`src/hdl/nod_pkg.sv`:
```
// ============================================================================
// nod_pkg
// Types, widths and codes shared by the nearest obstacle distance unit.
// ============================================================================
package nod_pkg;

    // Grid store geometry.
    localparam int MAX_WIDTH  = 256;
    localparam int MAX_HEIGHT = 256;
    localparam int X_W   = (MAX_WIDTH  > 1) ? $clog2(MAX_WIDTH)  : 1;
    localparam int Y_W   = (MAX_HEIGHT > 1) ? $clog2(MAX_HEIGHT) : 1;
    localparam int W_W   = $clog2(MAX_WIDTH + 1);
    localparam int H_W   = $clog2(MAX_HEIGHT + 1);
    localparam int ADDR_W = X_W + Y_W;

    // Field widths fixed by the interface.
    localparam int CRD_IN_W = 8;
    localparam int ODDS_W   = 8;
    localparam int GRID_W   = 9;
    localparam int CS_W     = 10;
    localparam int CFG_W    = 10;
    localparam int DIST_W   = 19;

    // Distance arithmetic widths.
    localparam int XY_MAX_W = (X_W > Y_W) ? X_W : Y_W;
    localparam int CRD_W    = (XY_MAX_W > CRD_IN_W) ? XY_MAX_W : CRD_IN_W;
    localparam int SQ_W     = 2 * CRD_W;
    localparam int SUM_W    = SQ_W + 1;
    localparam int CS2_W    = 2 * CS_W;
    localparam int PROD_W   = CS2_W + SUM_W;
    localparam int ROOT_W   = (PROD_W + 1) / 2;
    localparam int RAD_W    = 2 * ROOT_W;
    localparam int REM_W    = ROOT_W + 2;
    localparam int CNT_W    = $clog2(ROOT_W + 1);

    localparam int unsigned NO_OBSTACLE_MM = 99000;
    localparam int unsigned DIST_MAX       = 524287;

    // Register reset values.
    localparam logic [GRID_W-1:0]        GRID_WIDTH_RST  = GRID_W'(256);
    localparam logic [GRID_W-1:0]        GRID_HEIGHT_RST = GRID_W'(256);
    localparam logic signed [ODDS_W-1:0] THRESHOLD_RST   = '0;
    localparam logic [CS_W-1:0]          CELL_SIZE_RST   = CS_W'(50);

    typedef enum logic [1:0] {
        CFG_GRID_WIDTH  = 2'd0,
        CFG_GRID_HEIGHT = 2'd1,
        CFG_THRESHOLD   = 2'd2,
        CFG_CELL_SIZE   = 2'd3
    } t_cfg_idx;

    typedef enum logic {
        CMD_WRITE = 1'b0,
        CMD_QUERY = 1'b1
    } t_cmd;

    typedef struct packed {
        logic                        cmd;
        logic [CRD_IN_W-1:0]         cell_x;
        logic [CRD_IN_W-1:0]         cell_y;
        logic signed [ODDS_W-1:0]    log_odds;
    } t_in_item;

    typedef struct packed {
        logic [DIST_W-1:0] distance_mm;
        logic              no_obstacle;
    } t_out_item;

    // Scan unit status toward the controller.
    typedef struct packed {
        logic             done;
        logic             found;
        logic [SUM_W-1:0] best;
    } t_scan_stat;

    typedef enum logic [1:0] {
        S_IDLE,
        S_SCAN,
        S_ROOT,
        S_DONE
    } t_state;

    typedef enum logic [1:0] {
        R_IDLE,
        R_SQUARE,
        R_SCALE,
        R_ITER
    } t_root_state;

endpackage

```
`src/hdl/nod_isqrt.sv`:
```
// ============================================================================
// nod_isqrt
// Scales the squared cell distance by the squared cell size and takes the
// integer square root, two radicand bits per cycle.
// ============================================================================
module nod_isqrt (
    input  logic                         i_clk,
    input  logic                         i_rst_n,
    input  logic                         i_start,
    input  logic [nod_pkg::CS_W-1:0]     i_cs,
    input  logic [nod_pkg::SUM_W-1:0]    i_best,
    output logic                         o_done,
    output logic [nod_pkg::ROOT_W-1:0]   o_root
);
    import nod_pkg::*;

    t_root_state        r_state, n_state;
    logic [CS_W-1:0]    r_cs;
    logic [SUM_W-1:0]   r_best;
    logic [CS2_W-1:0]   r_cs2;
    logic [RAD_W-1:0]   r_rad;
    logic [REM_W-1:0]   r_rem;
    logic [ROOT_W-1:0]  r_root;
    logic [CNT_W-1:0]   r_cnt;

    logic [REM_W-1:0]   rem_sh, trial;
    logic               take;

    always_comb begin
        n_state = r_state;
        case (r_state)
            R_IDLE:   if (i_start) n_state = R_SQUARE;
            R_SQUARE: n_state = R_SCALE;
            R_SCALE:  n_state = R_ITER;
            R_ITER:   if (r_cnt == CNT_W'(1)) n_state = R_IDLE;
            default:  n_state = R_IDLE;
        endcase
    end

    always_comb begin
        o_done = 1'b0;
        case (r_state)
            R_ITER:  o_done = (r_cnt == CNT_W'(1));
            default: o_done = 1'b0;
        endcase
    end

    always_comb begin
        rem_sh = {r_rem[REM_W-3:0], r_rad[RAD_W-1 -: 2]};
        trial  = {r_root, 2'b01};
        take   = rem_sh >= trial;
    end

    always_ff @(posedge i_clk) begin
        if (!i_rst_n) begin
            r_state <= R_IDLE;
        end else begin
            r_state <= n_state;
        end
    end

    always_ff @(posedge i_clk) begin
        case (r_state)
            R_IDLE: begin
                r_cs   <= i_cs;
                r_best <= i_best;
            end
            R_SQUARE: begin
                r_cs2 <= CS2_W'(r_cs) * CS2_W'(r_cs);
            end
            R_SCALE: begin
                r_rad  <= RAD_W'(r_cs2) * RAD_W'(r_best);
                r_rem  <= '0;
                r_root <= '0;
                r_cnt  <= CNT_W'(ROOT_W);
            end
            R_ITER: begin
                r_rad  <= r_rad << 2;
                r_cnt  <= r_cnt - 1'b1;
                r_rem  <= take ? (rem_sh - trial) : rem_sh;
                r_root <= {r_root[ROOT_W-2:0], take};
            end
            default: begin
                r_cnt <= '0;
            end
        endcase
    end

    // The final root bit is formed in the same cycle that done is raised.
    assign o_root = {r_root[ROOT_W-2:0], take};

`ifndef SYNTHESIS
    a_iter_count: assert property (@(posedge i_clk) disable iff (!i_rst_n)
        (r_state == R_ITER) |-> (r_cnt != '0))
        else $error("root iteration count ran out");
`endif

endmodule
```
`config.mk`:
```
export PLATFORM = sky130hd
export DESIGN_NAME = nod_isqrt
export DESIGN_NICKNAME = d
export VERILOG_FILES = /design/src/hdl/nod_pkg.sv /design/src/hdl/nod_isqrt.sv
export SDC_FILE = /design/constraint.sdc
export NUM_CORES = 1
export LEC_CHECK = 0
export ABC_CLOCK_PERIOD_IN_PS = 6400
export BUFFER_PORTS_ARGS = -buffer_cell sky130_fd_sc_hd__buf_4
export CELL_PAD_IN_SITES_DETAIL_PLACEMENT = 0
export CELL_PAD_IN_SITES_GLOBAL_PLACEMENT = 1
export CORE_UTILIZATION = 30
export DETAILED_ROUTE_END_ITERATION = 7
export GPL_ROUTABILITY_DRIVEN = 0
export HOLD_SLACK_MARGIN = 0.06
export PLACE_DENSITY = 0.6
export SETUP_SLACK_MARGIN = 0.4
export SLEW_MARGIN = 20
export SYNTH_ARGS = -nofsm -noshare
export SYNTH_HDL_FRONTEND = slang
export SYNTH_SLANG_ARGS = --single-unit
```
`constraint.sdc`:
```
create_clock -name i_clk -period 6.4 [get_ports i_clk]
set_input_delay 0.64 -clock i_clk [delete_from_list [all_inputs] [get_ports i_clk]]
set_output_delay 0.64 -clock i_clk [all_outputs]
set_load 0.05 [all_outputs]
```
==> summary.txt <==
actual slew at the worst max-slew pin - 1.08 ns
count of final setup violators - 0
CTS root buf - clkbuf_16
number of routed nets with antenna violations - 0
Synth area leaders - fa_1 (31%), edfxtp_1 (19%), ha_1 (12%), inv_1 (8.0%), and2_1 (5.5%)
Yosys top cell by area - fa_1
Req. time, crit path - 6.64 ns
Synth cell types - 64
Top-Level Pins - 50
Starting DRT DRC Count - 631
Core Region - 0.0648 mm^2
Multi-input gate area - 0.0144 mm^2
Synth-to-Final Area Change - 17.2%
Storage cell area - 0.00385 mm^2
I/O Buffers - 49
Filler cells - 6,623
Setup CP Type - reg -> reg
Chip Width - 259 um
Initial Utilization - 30.6%
Overflow after GRT - 0
Tightest Hold Check Type - in -> reg
htree depth - 4
synthesized area per cell - 9.38 um^2
antenna violations before repair - 1
Vias - 14,300
final hold violation count - 0
Arr. time, crit path - 6.34 ns
TritonCTS clock tree - done
clock latency on the worst-skew pair - 0.49 ns
worst clock skew - 0.0234 ns
DRC viols - 0
Synth top area share - 31.0%
Post-synth EDFFs - 127
synthesized flop and latch total - 129
layout cell share with drive strength beyond 1 - 14.6%
die area - 0.0671 mm^2
clock sink count - 129
Slew HR - 28.1%
drt total wl - 50,000 um
number of CTS-inserted buffers - 17
outcome - complete, no violations
Ys Warns - 0
final worst path period share - 95.3%
Tmin final - 6.10 ns
RSZ-0062 raised after global routing - true
Avg WL per Cell - 16.2 um
FFs w/ async S/R, synth - 0%
Vias/cell - 4.62
# Max-Cap Violations - 0
FP Rows - 93
Fmax - 0.164 GHz
register area share after synthesis - 19.4%
clk slew on worst S/H paths - 0.07 ns
Post-DP HPWL - 39,600 um
# nets final - 2,752
vias in the first global route - 15,400
Primary FF master, synth - edfxtp_1
cts hold-fix bufs - 0
largest net degree at the start of global routing - 72
clk buf depth - 2
diodes inserted - 0
Total GRT Usage - 15.7%
CP Launch Type - register
Post-Syn Area - 0.0198 mm^2
Syn Inst Count - 2,113
Worst Path Max Fanout - 6
critical path capture point type - register
global-route wire length before repair - 82,600 um
drt pass-1 iters - 4
Slew Viols, Final - 0
DIE HEIGHT - 259 um
fin util - 35.8%
-- registers in the layout, summed over array words and instances, names as in the netlist --
| register | flops |
|---|---|
| r_cs | 10 |
| r_state | 2 |
| r_cnt | 5 |
| r_rad | 38 |
| r_rem | 19 |
| r_root | 19 |
| r_cs2 | 19 |
| r_best | 17 |
-- final cells by class --
| type | instances | area share (%) |
|---|---|---|
| multi-input cells | 1465 | 62.1 |
| flip-flops and latches | 129 | 16.6 |
| well taps | 855 | 4.61 |
| repair buffers | 191 | 7.17 |
| clock inverters | 14 | 0.819 |
| inverters | 422 | 6.84 |
| clock buffers | 18 | 1.85 |
-- logic make-up after synthesis --
group / count (synthesis) / share of synthesized area (%)
other: 2 / 0.0379
buffers and inverters: 526 / 10.4
DFF: 129 / 19.4
muxes: 19 / 0.998
xor gates and xnor gates: 60 / 2.65
adders and majority gates: 496 / 43.0
and+or+nand+nor: 623 / 15.0
AOI/OAI and AO/OA: 258 / 8.57
-- through the flow --
step / setup slack, ns / setup TNS, ns / instance area, um^2 / std cells / hold WS [ns]
finish: 0.304 / 0 / 23200 / 3094 / 0.326
global route: 0.121 / 0 / 23200 / 3094 / 0.300
CTS: 0.272 / 0 / 22700 / 3068 / 0.289
detailed placement: -0.0733 / -0.0733 / 21400 / 2990 / 0.520
global placement: 0.0627 / 0 / 21400 / 2990 / 0.506
floorplan: 0.403 / 0 / 19900 / 2120 / 0.498
-- layout by cell type (no fill, tap or decap), types with 12 or more instances in the layout --
cell type / netlist / layout
xnor2_1: 39 / 38
fa_1: 307 / 295
edfxtp_1: 127 / 127
a21o_1: 29 / 29
buf_12: 0 / 13
nor2_1: 85 / 81
ha_1: 189 / 173
ha_4: 0 / 14
and2_1: 174 / 164
clkbuf_16: 0 / 17
nor2b_1: 13 / 13
o21ai_0: 55 / 47
buf_4: 19 / 156
nor3_1: 15 / 14
inv_1: 421 / 410
buf_6: 1 / 18
xor2_1: 21 / 21
nand3_1: 21 / 19
fa_2: 0 / 12
mux2i_1: 13 / 13
o21a_1: 15 / 15
nand2_1: 276 / 274
a21oi_1: 69 / 58
-- layer usage --
| metal | GRT usage [%] | vias to the layer above | wire [um] |
|---|---|---|---|
| met3 | 2.17 | 51 | 1540 |
| li1 | - | 6856 | - |
| met5 | 0 | - | 0 |
| met1 | 20.7 | 7163 | 23500 |
| met4 | 4.73 | 0 | 866 |
| met2 | 26.4 | 227 | 24100 |
-- synth_stat cells (13+ instances only) --
library cell  number
nor2b_1           13
xnor2_1           39
nand3_1           21
nor3_1            15
a21oi_1           69
o21ai_0           55
buf_4             19
fa_1             307
clkbuf_1          80
and2_1           174
edfxtp_1         127
o21a_1            15
nand2_1          276
mux2i_1           13
xor2_1            21
nor2_1            85
a21o_1            29
ha_1             189
inv_1            421
-- critical path, cell delays in order, from the launching register on --
cell and delay [ns]:
edfxtp_1 0.46, buf_6 0.17, buf_8 0.13, and2_4 0.16
fa_1 0.55, fa_1 0.43, fa_2 0.55, fa_2 0.45
fa_1 0.52, inv_2 0.04, fa_2 0.56, inv_2 0.06
ha_4 0.28, and3_4 0.20, nand2_4 0.05, or4_1 0.46
a21o_1 0.21, a31oi_1 0.20, xor2_1 0.09, mux2_4 0.25
-- final timing paths --
check	end	startpoint	cells after the start	slack, ns
worst max-delay path	r_rad[34]	r_cs2[9]	19	0.30
worst min-delay path	r_cs[5]	i_cs[5]	1	0.33
worst max register to register	r_rad[34]	r_cs2[9]	19	0.30
worst min register to register	r_rad[29]	r_rad[27]	2	0.53
-- timing repair --
item,4_1_cts,5_1_grt
setup buffers,45,24
setup endpoints to repair,18,19
gates resized for setup,54,70
pin swaps,26,30
cloned,1,2
Power is left out: the tool's default activity adds up to more than one toggle a clock period on the data nets, which glitch-free logic cannot reach.
