===== config.mk =====
export PLATFORM = sky130hd
export DESIGN_NAME = nod_scan
export DESIGN_NICKNAME = d
export VERILOG_FILES = /design/src/hdl/nod_pkg.sv /design/src/hdl/nod_scan.sv
export SDC_FILE = /design/constraint.sdc
export NUM_CORES = 1
export LEC_CHECK = 0
export BUFFER_PORTS_ARGS = -buffer_cell sky130_fd_sc_hd__buf_2
export CORE_UTILIZATION = 45
export CTS_BUF_LIST = sky130_fd_sc_hd__clkbuf_8
export DETAILED_ROUTE_END_ITERATION = 6
export PLACE_DENSITY = 0.65
export SETUP_SLACK_MARGIN = 0.1
export SLEW_MARGIN = 20
export SYNTH_ARGS = -nofsm -noshare
export SYNTH_HDL_FRONTEND = slang
export SYNTH_SLANG_ARGS = --single-unit

===== constraint.sdc =====
create_clock -name i_clk -period 4 [get_ports i_clk]
set_input_delay 0 -clock i_clk [delete_from_list [all_inputs] [get_ports i_clk]]
set_output_delay 0 -clock i_clk [all_outputs]
set_load 0.02 [all_outputs]

===== src/hdl/nod_pkg.sv =====
// ============================================================================
// nod_pkg
// Types, widths and codes shared by the nearest obstacle distance unit.
// ============================================================================
package nod_pkg;

    // Grid store geometry.
    localparam int MAX_WIDTH  = 256;
    localparam int MAX_HEIGHT = 256;
    localparam int X_W   = (MAX_WIDTH  > 1) ? $clog2(MAX_WIDTH)  : 1;
    localparam int Y_W   = (MAX_HEIGHT > 1) ? $clog2(MAX_HEIGHT) : 1;
    localparam int W_W   = $clog2(MAX_WIDTH + 1);
    localparam int H_W   = $clog2(MAX_HEIGHT + 1);
    localparam int ADDR_W = X_W + Y_W;

    // Field widths fixed by the interface.
    localparam int CRD_IN_W = 8;
    localparam int ODDS_W   = 8;
    localparam int GRID_W   = 9;
    localparam int CS_W     = 10;
    localparam int CFG_W    = 10;
    localparam int DIST_W   = 19;

    // Distance arithmetic widths.
    localparam int XY_MAX_W = (X_W > Y_W) ? X_W : Y_W;
    localparam int CRD_W    = (XY_MAX_W > CRD_IN_W) ? XY_MAX_W : CRD_IN_W;
    localparam int SQ_W     = 2 * CRD_W;
    localparam int SUM_W    = SQ_W + 1;
    localparam int CS2_W    = 2 * CS_W;
    localparam int PROD_W   = CS2_W + SUM_W;
    localparam int ROOT_W   = (PROD_W + 1) / 2;
    localparam int RAD_W    = 2 * ROOT_W;
    localparam int REM_W    = ROOT_W + 2;
    localparam int CNT_W    = $clog2(ROOT_W + 1);

    localparam int unsigned NO_OBSTACLE_MM = 99000;
    localparam int unsigned DIST_MAX       = 524287;

    // Register reset values.
    localparam logic [GRID_W-1:0]        GRID_WIDTH_RST  = GRID_W'(256);
    localparam logic [GRID_W-1:0]        GRID_HEIGHT_RST = GRID_W'(256);
    localparam logic signed [ODDS_W-1:0] THRESHOLD_RST   = '0;
    localparam logic [CS_W-1:0]          CELL_SIZE_RST   = CS_W'(50);

    typedef enum logic [1:0] {
        CFG_GRID_WIDTH  = 2'd0,
        CFG_GRID_HEIGHT = 2'd1,
        CFG_THRESHOLD   = 2'd2,
        CFG_CELL_SIZE   = 2'd3
    } t_cfg_idx;

    typedef enum logic {
        CMD_WRITE = 1'b0,
        CMD_QUERY = 1'b1
    } t_cmd;

    typedef struct packed {
        logic                        cmd;
        logic [CRD_IN_W-1:0]         cell_x;
        logic [CRD_IN_W-1:0]         cell_y;
        logic signed [ODDS_W-1:0]    log_odds;
    } t_in_item;

    typedef struct packed {
        logic [DIST_W-1:0] distance_mm;
        logic              no_obstacle;
    } t_out_item;

    // Scan unit status toward the controller.
    typedef struct packed {
        logic             done;
        logic             found;
        logic [SUM_W-1:0] best;
    } t_scan_stat;

    typedef enum logic [1:0] {
        S_IDLE,
        S_SCAN,
        S_ROOT,
        S_DONE
    } t_state;

    typedef enum logic [1:0] {
        R_IDLE,
        R_SQUARE,
        R_SCALE,
        R_ITER
    } t_root_state;

endpackage


===== src/hdl/nod_scan.sv =====
// ============================================================================
// nod_scan
// Sweeps the grid store one cell per cycle and keeps the smallest squared
// distance from the query cell to any obstacle cell.
// ============================================================================
module nod_scan (
    input  logic                              i_clk,
    input  logic                              i_rst_n,
    input  logic                              i_start,
    input  logic [nod_pkg::CRD_IN_W-1:0]      i_qx,
    input  logic [nod_pkg::CRD_IN_W-1:0]      i_qy,
    input  logic [nod_pkg::W_W-1:0]           i_w,
    input  logic [nod_pkg::H_W-1:0]           i_h,
    input  logic signed [nod_pkg::ODDS_W-1:0] i_thr,
    output logic [nod_pkg::ADDR_W-1:0]        o_raddr,
    input  logic [nod_pkg::ODDS_W-1:0]        i_rdata,
    output nod_pkg::t_scan_stat               o_stat
);
    import nod_pkg::*;

    logic                     r_busy;
    logic                     r_issuing;
    logic [X_W-1:0]           r_x;
    logic [Y_W-1:0]           r_y;
    logic [W_W-1:0]           r_w;
    logic [H_W-1:0]           r_h;
    logic [CRD_IN_W-1:0]      r_qx;
    logic [CRD_IN_W-1:0]      r_qy;
    logic signed [ODDS_W-1:0] r_thr;

    logic                     r_v1, r_v2, r_v3;
    logic [X_W-1:0]           r_s1_x;
    logic [Y_W-1:0]           r_s1_y;
    logic                     r_s2_hit;
    logic [CRD_W-1:0]         r_s2_dx, r_s2_dy;
    logic                     r_s3_hit;
    logic [SQ_W-1:0]          r_s3_dx2, r_s3_dy2;
    logic                     r_found;
    logic [SUM_W-1:0]         r_best;

    logic                     last_x, last_y, done;
    logic [CRD_W-1:0]         ax, bx, ay, by, dx, dy;
    logic                     hit;
    logic [SUM_W-1:0]         sum;

    assign last_x  = (32'(r_x) + 1) == 32'(r_w);
    assign last_y  = (32'(r_y) + 1) == 32'(r_h);
    assign o_raddr = {r_y, r_x};
    assign done    = r_busy && !r_issuing && !r_v1 && !r_v2 && !r_v3;

    always_comb begin
        ax  = CRD_W'(r_s1_x);
        bx  = CRD_W'(r_qx);
        ay  = CRD_W'(r_s1_y);
        by  = CRD_W'(r_qy);
        dx  = (ax > bx) ? (ax - bx) : (bx - ax);
        dy  = (ay > by) ? (ay - by) : (by - ay);
        hit = $signed(i_rdata) >= r_thr;
        sum = SUM_W'(r_s3_dx2) + SUM_W'(r_s3_dy2);
    end

    always_ff @(posedge i_clk) begin
        if (!i_rst_n) begin
            r_busy    <= 1'b0;
            r_issuing <= 1'b0;
            r_v1      <= 1'b0;
            r_v2      <= 1'b0;
            r_v3      <= 1'b0;
            r_found   <= 1'b0;
        end else begin
            r_v1 <= r_issuing;
            r_v2 <= r_v1;
            r_v3 <= r_v2;
            if (done) begin
                r_busy <= 1'b0;
            end
            if (r_issuing) begin
                if (last_x) begin
                    r_x <= '0;
                    r_y <= r_y + 1'b1;
                    if (last_y) begin
                        r_issuing <= 1'b0;
                    end
                end else begin
                    r_x <= r_x + 1'b1;
                end
            end
            if (r_v3 && r_s3_hit && (!r_found || sum < r_best)) begin
                r_best  <= sum;
                r_found <= 1'b1;
            end
            if (i_start) begin
                r_busy    <= 1'b1;
                r_issuing <= (i_w != '0) && (i_h != '0);
                r_x       <= '0;
                r_y       <= '0;
                r_w       <= i_w;
                r_h       <= i_h;
                r_qx      <= i_qx;
                r_qy      <= i_qy;
                r_thr     <= i_thr;
                r_found   <= 1'b0;
            end
        end
    end

    // Read data arrives in the cycle after the address; squares are registered
    // before they are summed.
    always_ff @(posedge i_clk) begin
        r_s1_x   <= r_x;
        r_s1_y   <= r_y;
        r_s2_hit <= hit;
        r_s2_dx  <= dx;
        r_s2_dy  <= dy;
        r_s3_hit <= r_s2_hit;
        r_s3_dx2 <= SQ_W'(r_s2_dx) * SQ_W'(r_s2_dx);
        r_s3_dy2 <= SQ_W'(r_s2_dy) * SQ_W'(r_s2_dy);
    end

    assign o_stat.done  = done;
    assign o_stat.found = r_found;
    assign o_stat.best  = r_best;

`ifndef SYNTHESIS
    a_addr_in_grid: assert property (@(posedge i_clk) disable iff (!i_rst_n)
        r_issuing |-> (32'(r_x) < 32'(r_w)) && (32'(r_y) < 32'(r_h)))
        else $error("scan address outside the configured grid");

    a_done_ends_scan: assert property (@(posedge i_clk) disable iff (!i_rst_n)
        (done && !i_start) |=> !r_busy)
        else $error("scan still busy after done");

    a_found_holds: assert property (@(posedge i_clk) disable iff (!i_rst_n)
        (!(r_v3 && r_s3_hit) && !i_start) |=> $stable(r_found))
        else $error("found flag changed without an obstacle hit");
`endif

endmodule


==> flow_summary.yaml <==
drt:
  drt_iter0_drc: 333
  drtPass1Iterations: 7
  drc: 3
  ant_nets: 0
  via_count: 7450
  wl_per_cell_um: 13.0
  vias_per_cell: 4.93
  wl_met2_um: 9500
  dr_wl_met3_um: 843
  met1_length_um: 8880
  highest_layer: "met4"
  finalWirelength_um: 19700
setup_path:
  worstPathRequired_ps: 4340
  worst_setup_path_end_kind: "register"
  worstPathArrival_ps: 4500
  crit_path_start_kind: "register"
  worstPathMaxFanout: 5
  crit_type: "register to register"
grt:
  antenna_found_initial: 0
  grt_max_degree: 37
  grt_use_total: 0.178
  overflow: 0
  grt_pass1_vias: 7639
  grt_pass1_wl_um: 33700
place:
  io_buffers: 87
  gp_congestion: 0.869
  dpl.cell_count: 1414
  dp_hpwl_um: 14600
timing:
  min_period_ps: 4170
  slew_viol_final: 0
  tightest_slew_ps: 889
  timing.final.ws_setup_ps: -167
  slew_headroom: 0.407
  whs_ps: 259
  fin_crit_sh: 1.04
  hold_violations: 0
  finalSetupViolations: 1
  rsz0062_at_grt: "true"
  skew_ps: 24.9
  fmax_ghz: 0.240
  totalNegativeSetupSlack_ps: -167
die:
  die-area_sq_mm: 0.0233
  fp-row-count: 54
  initial_utilization: 0.463
  core-area_sq_mm: 0.0220
  die_y_um: 152
  die_x_um: 152
  ioPinCount: 88
synth:
  netlist_area_sq_mm: 0.0102
  syn_area_per_cell_sq_um: 10.2
  synth_top_family_by_area: "adder cells"
  synthArstFlopShare: 0
  synth_compound_area_frac: 0.0927
  syn_inst: 1004
  synth-seq-cells: 145
  yosys.area_share.simple: 0.126
  synth-xor-area-share: 0.0708
  synth_edf_count: 75
  ys_seq_area_frac: 0.359
  ys.flop_type: "edfxtp_1"
  synthAdderAreaFrac: 0.264
  synthMuxAreaShare: 0.0167
  ys_types: 63
  yosys_warnings: 0
cells_and_area:
  fin_nets: 1453
  final_cells: 1510
  layout_common_cells: "inv_1, ha_1, buf_2, edfxtp_1, buf_4"
  diodes: 0
  area_growth_pct: 25.9
  drive_above_1_share: 0.249
  final_common_cell: "inv_1"
  fillers: 1861
clock_network:
  cts_root_buffer: "clkbuf_8"
  clock_tree.htree_level_count: 4
  cts_max_path_buffers: 2
  cts_buffers: 17
  clkTransAtPathRegs_ps: 90
  tritoncts: "yes"
  clock_latency_ps: 450
  clock_sinks: 145
min_path:
  min_path_type: "primary input to register"
run_status:
  status: "finished, violations left"
  failed_checks: "DRC, setup timing"
flow_run:
  max_cap_viol_count: 0
[critical path, stage by stage (launching register included)]
cell     delay (ps)
dfxtp_4         370
and2_4          150
fa_1            490
fa_1            540
inv_1            50
fa_1            440
fa_1            500
inv_2            50
ha_4            230
o21a_1          100
o21a_1          160
o41a_1          120
o21a_1          210
o21a_1          190
o41a_1          320
xor2_1          140
[final cells by class]
type | instances | area, sq um | area share
Timing Repair Buffer | 209 | 1530 | 0.119
Inverter | 170 | 646 | 0.0503
Clock buffer | 17 | 234 | 0.0182
Clock inverter | 15 | 144 | 0.0112
Multi-Input combinational cell | 674 | 6230 | 0.486
Tap cell | 280 | 350 | 0.0273
Sequential cell | 145 | 3700 | 0.288
[what timing repair did]
action	CTS	global route
resized for setup	50	34
endpoints found under the setup margin	25	27
hold endpoints to repair	57	0
buffers inserted	14	5
pin swaps	55	37
cloned	0	2
hold buffers	46	0
[synth_stat cells (all sizes together) (12+ instances only)]
cell,n,area share
a21o,15,0.011
xnor2,51,0.044
xor2,28,0.025
o21ai,29,0.014
fa,54,0.11
ha,129,0.16
nor3,20,0.010
edfxtp,75,0.22
inv,170,0.063
a21oi,47,0.023
o21a,12,0.0088
nor2b,22,0.014
dfxtp,70,0.14
nand2,51,0.019
nor2,61,0.022
and2,39,0.024
[cells by family (layout without fill, tap and decap cells)]
logic type | count (synthesis) | count (layout)
AO/OA/AOI/OAI | 142 | 142
XOR/XNOR | 80 | 80
adder cells (fa/ha/maj) | 183 | 183
buffers and inverters | 186 | 411
flip-flops | 145 | 145
multiplexers | 16 | 16
other | 1 | 2
AND/OR/NAND/NOR | 251 | 251
[stage by stage]
stage	area, sq um	setup slack (ps)	utilization
final	12800	-167	0.583
after global routing	12800	-299	0.583
after CTS	12600	-152	0.573
after detailed placement	11500	-129	0.522
after global placement	11500	-85.6	0.522
after floorplan	10300	-61.1	-
[worst paths after layout]
path	depth (start not counted)	slack, ps	end	from
min	2	260	by[2]$_DFFE_PP_	i_qy[2]
max reg2reg	15	-170	r_s3_dy2[14]$_DFF_P_	r_s2_dy[5]$_DFF_P_
max	15	-170	r_s3_dy2[14]$_DFF_P_	r_s2_dy[5]$_DFF_P_
min reg2reg	0	330	r_s3_hit$_DFF_P_	r_s2_hit$_DFF_P_
[layer usage]
layer / track usage / vias up
li1: - / 3768
met1: 0.219 / 3484
met2: 0.311 / 170
met3: 0.0350 / 28
met4: 0.0640 / 0
met5: 0 / -
[sequential cells by signal, indices dropped and copies added (netlist names), 9 cells and up]
signal and flops:
r_s3_dy2 15, r_w 9, r_h 9, r_best 17
r_s3_dx2 15
Power is left out: the tool's default activity adds up to more than one toggle a clock period on the data nets, which glitch-free logic cannot reach.
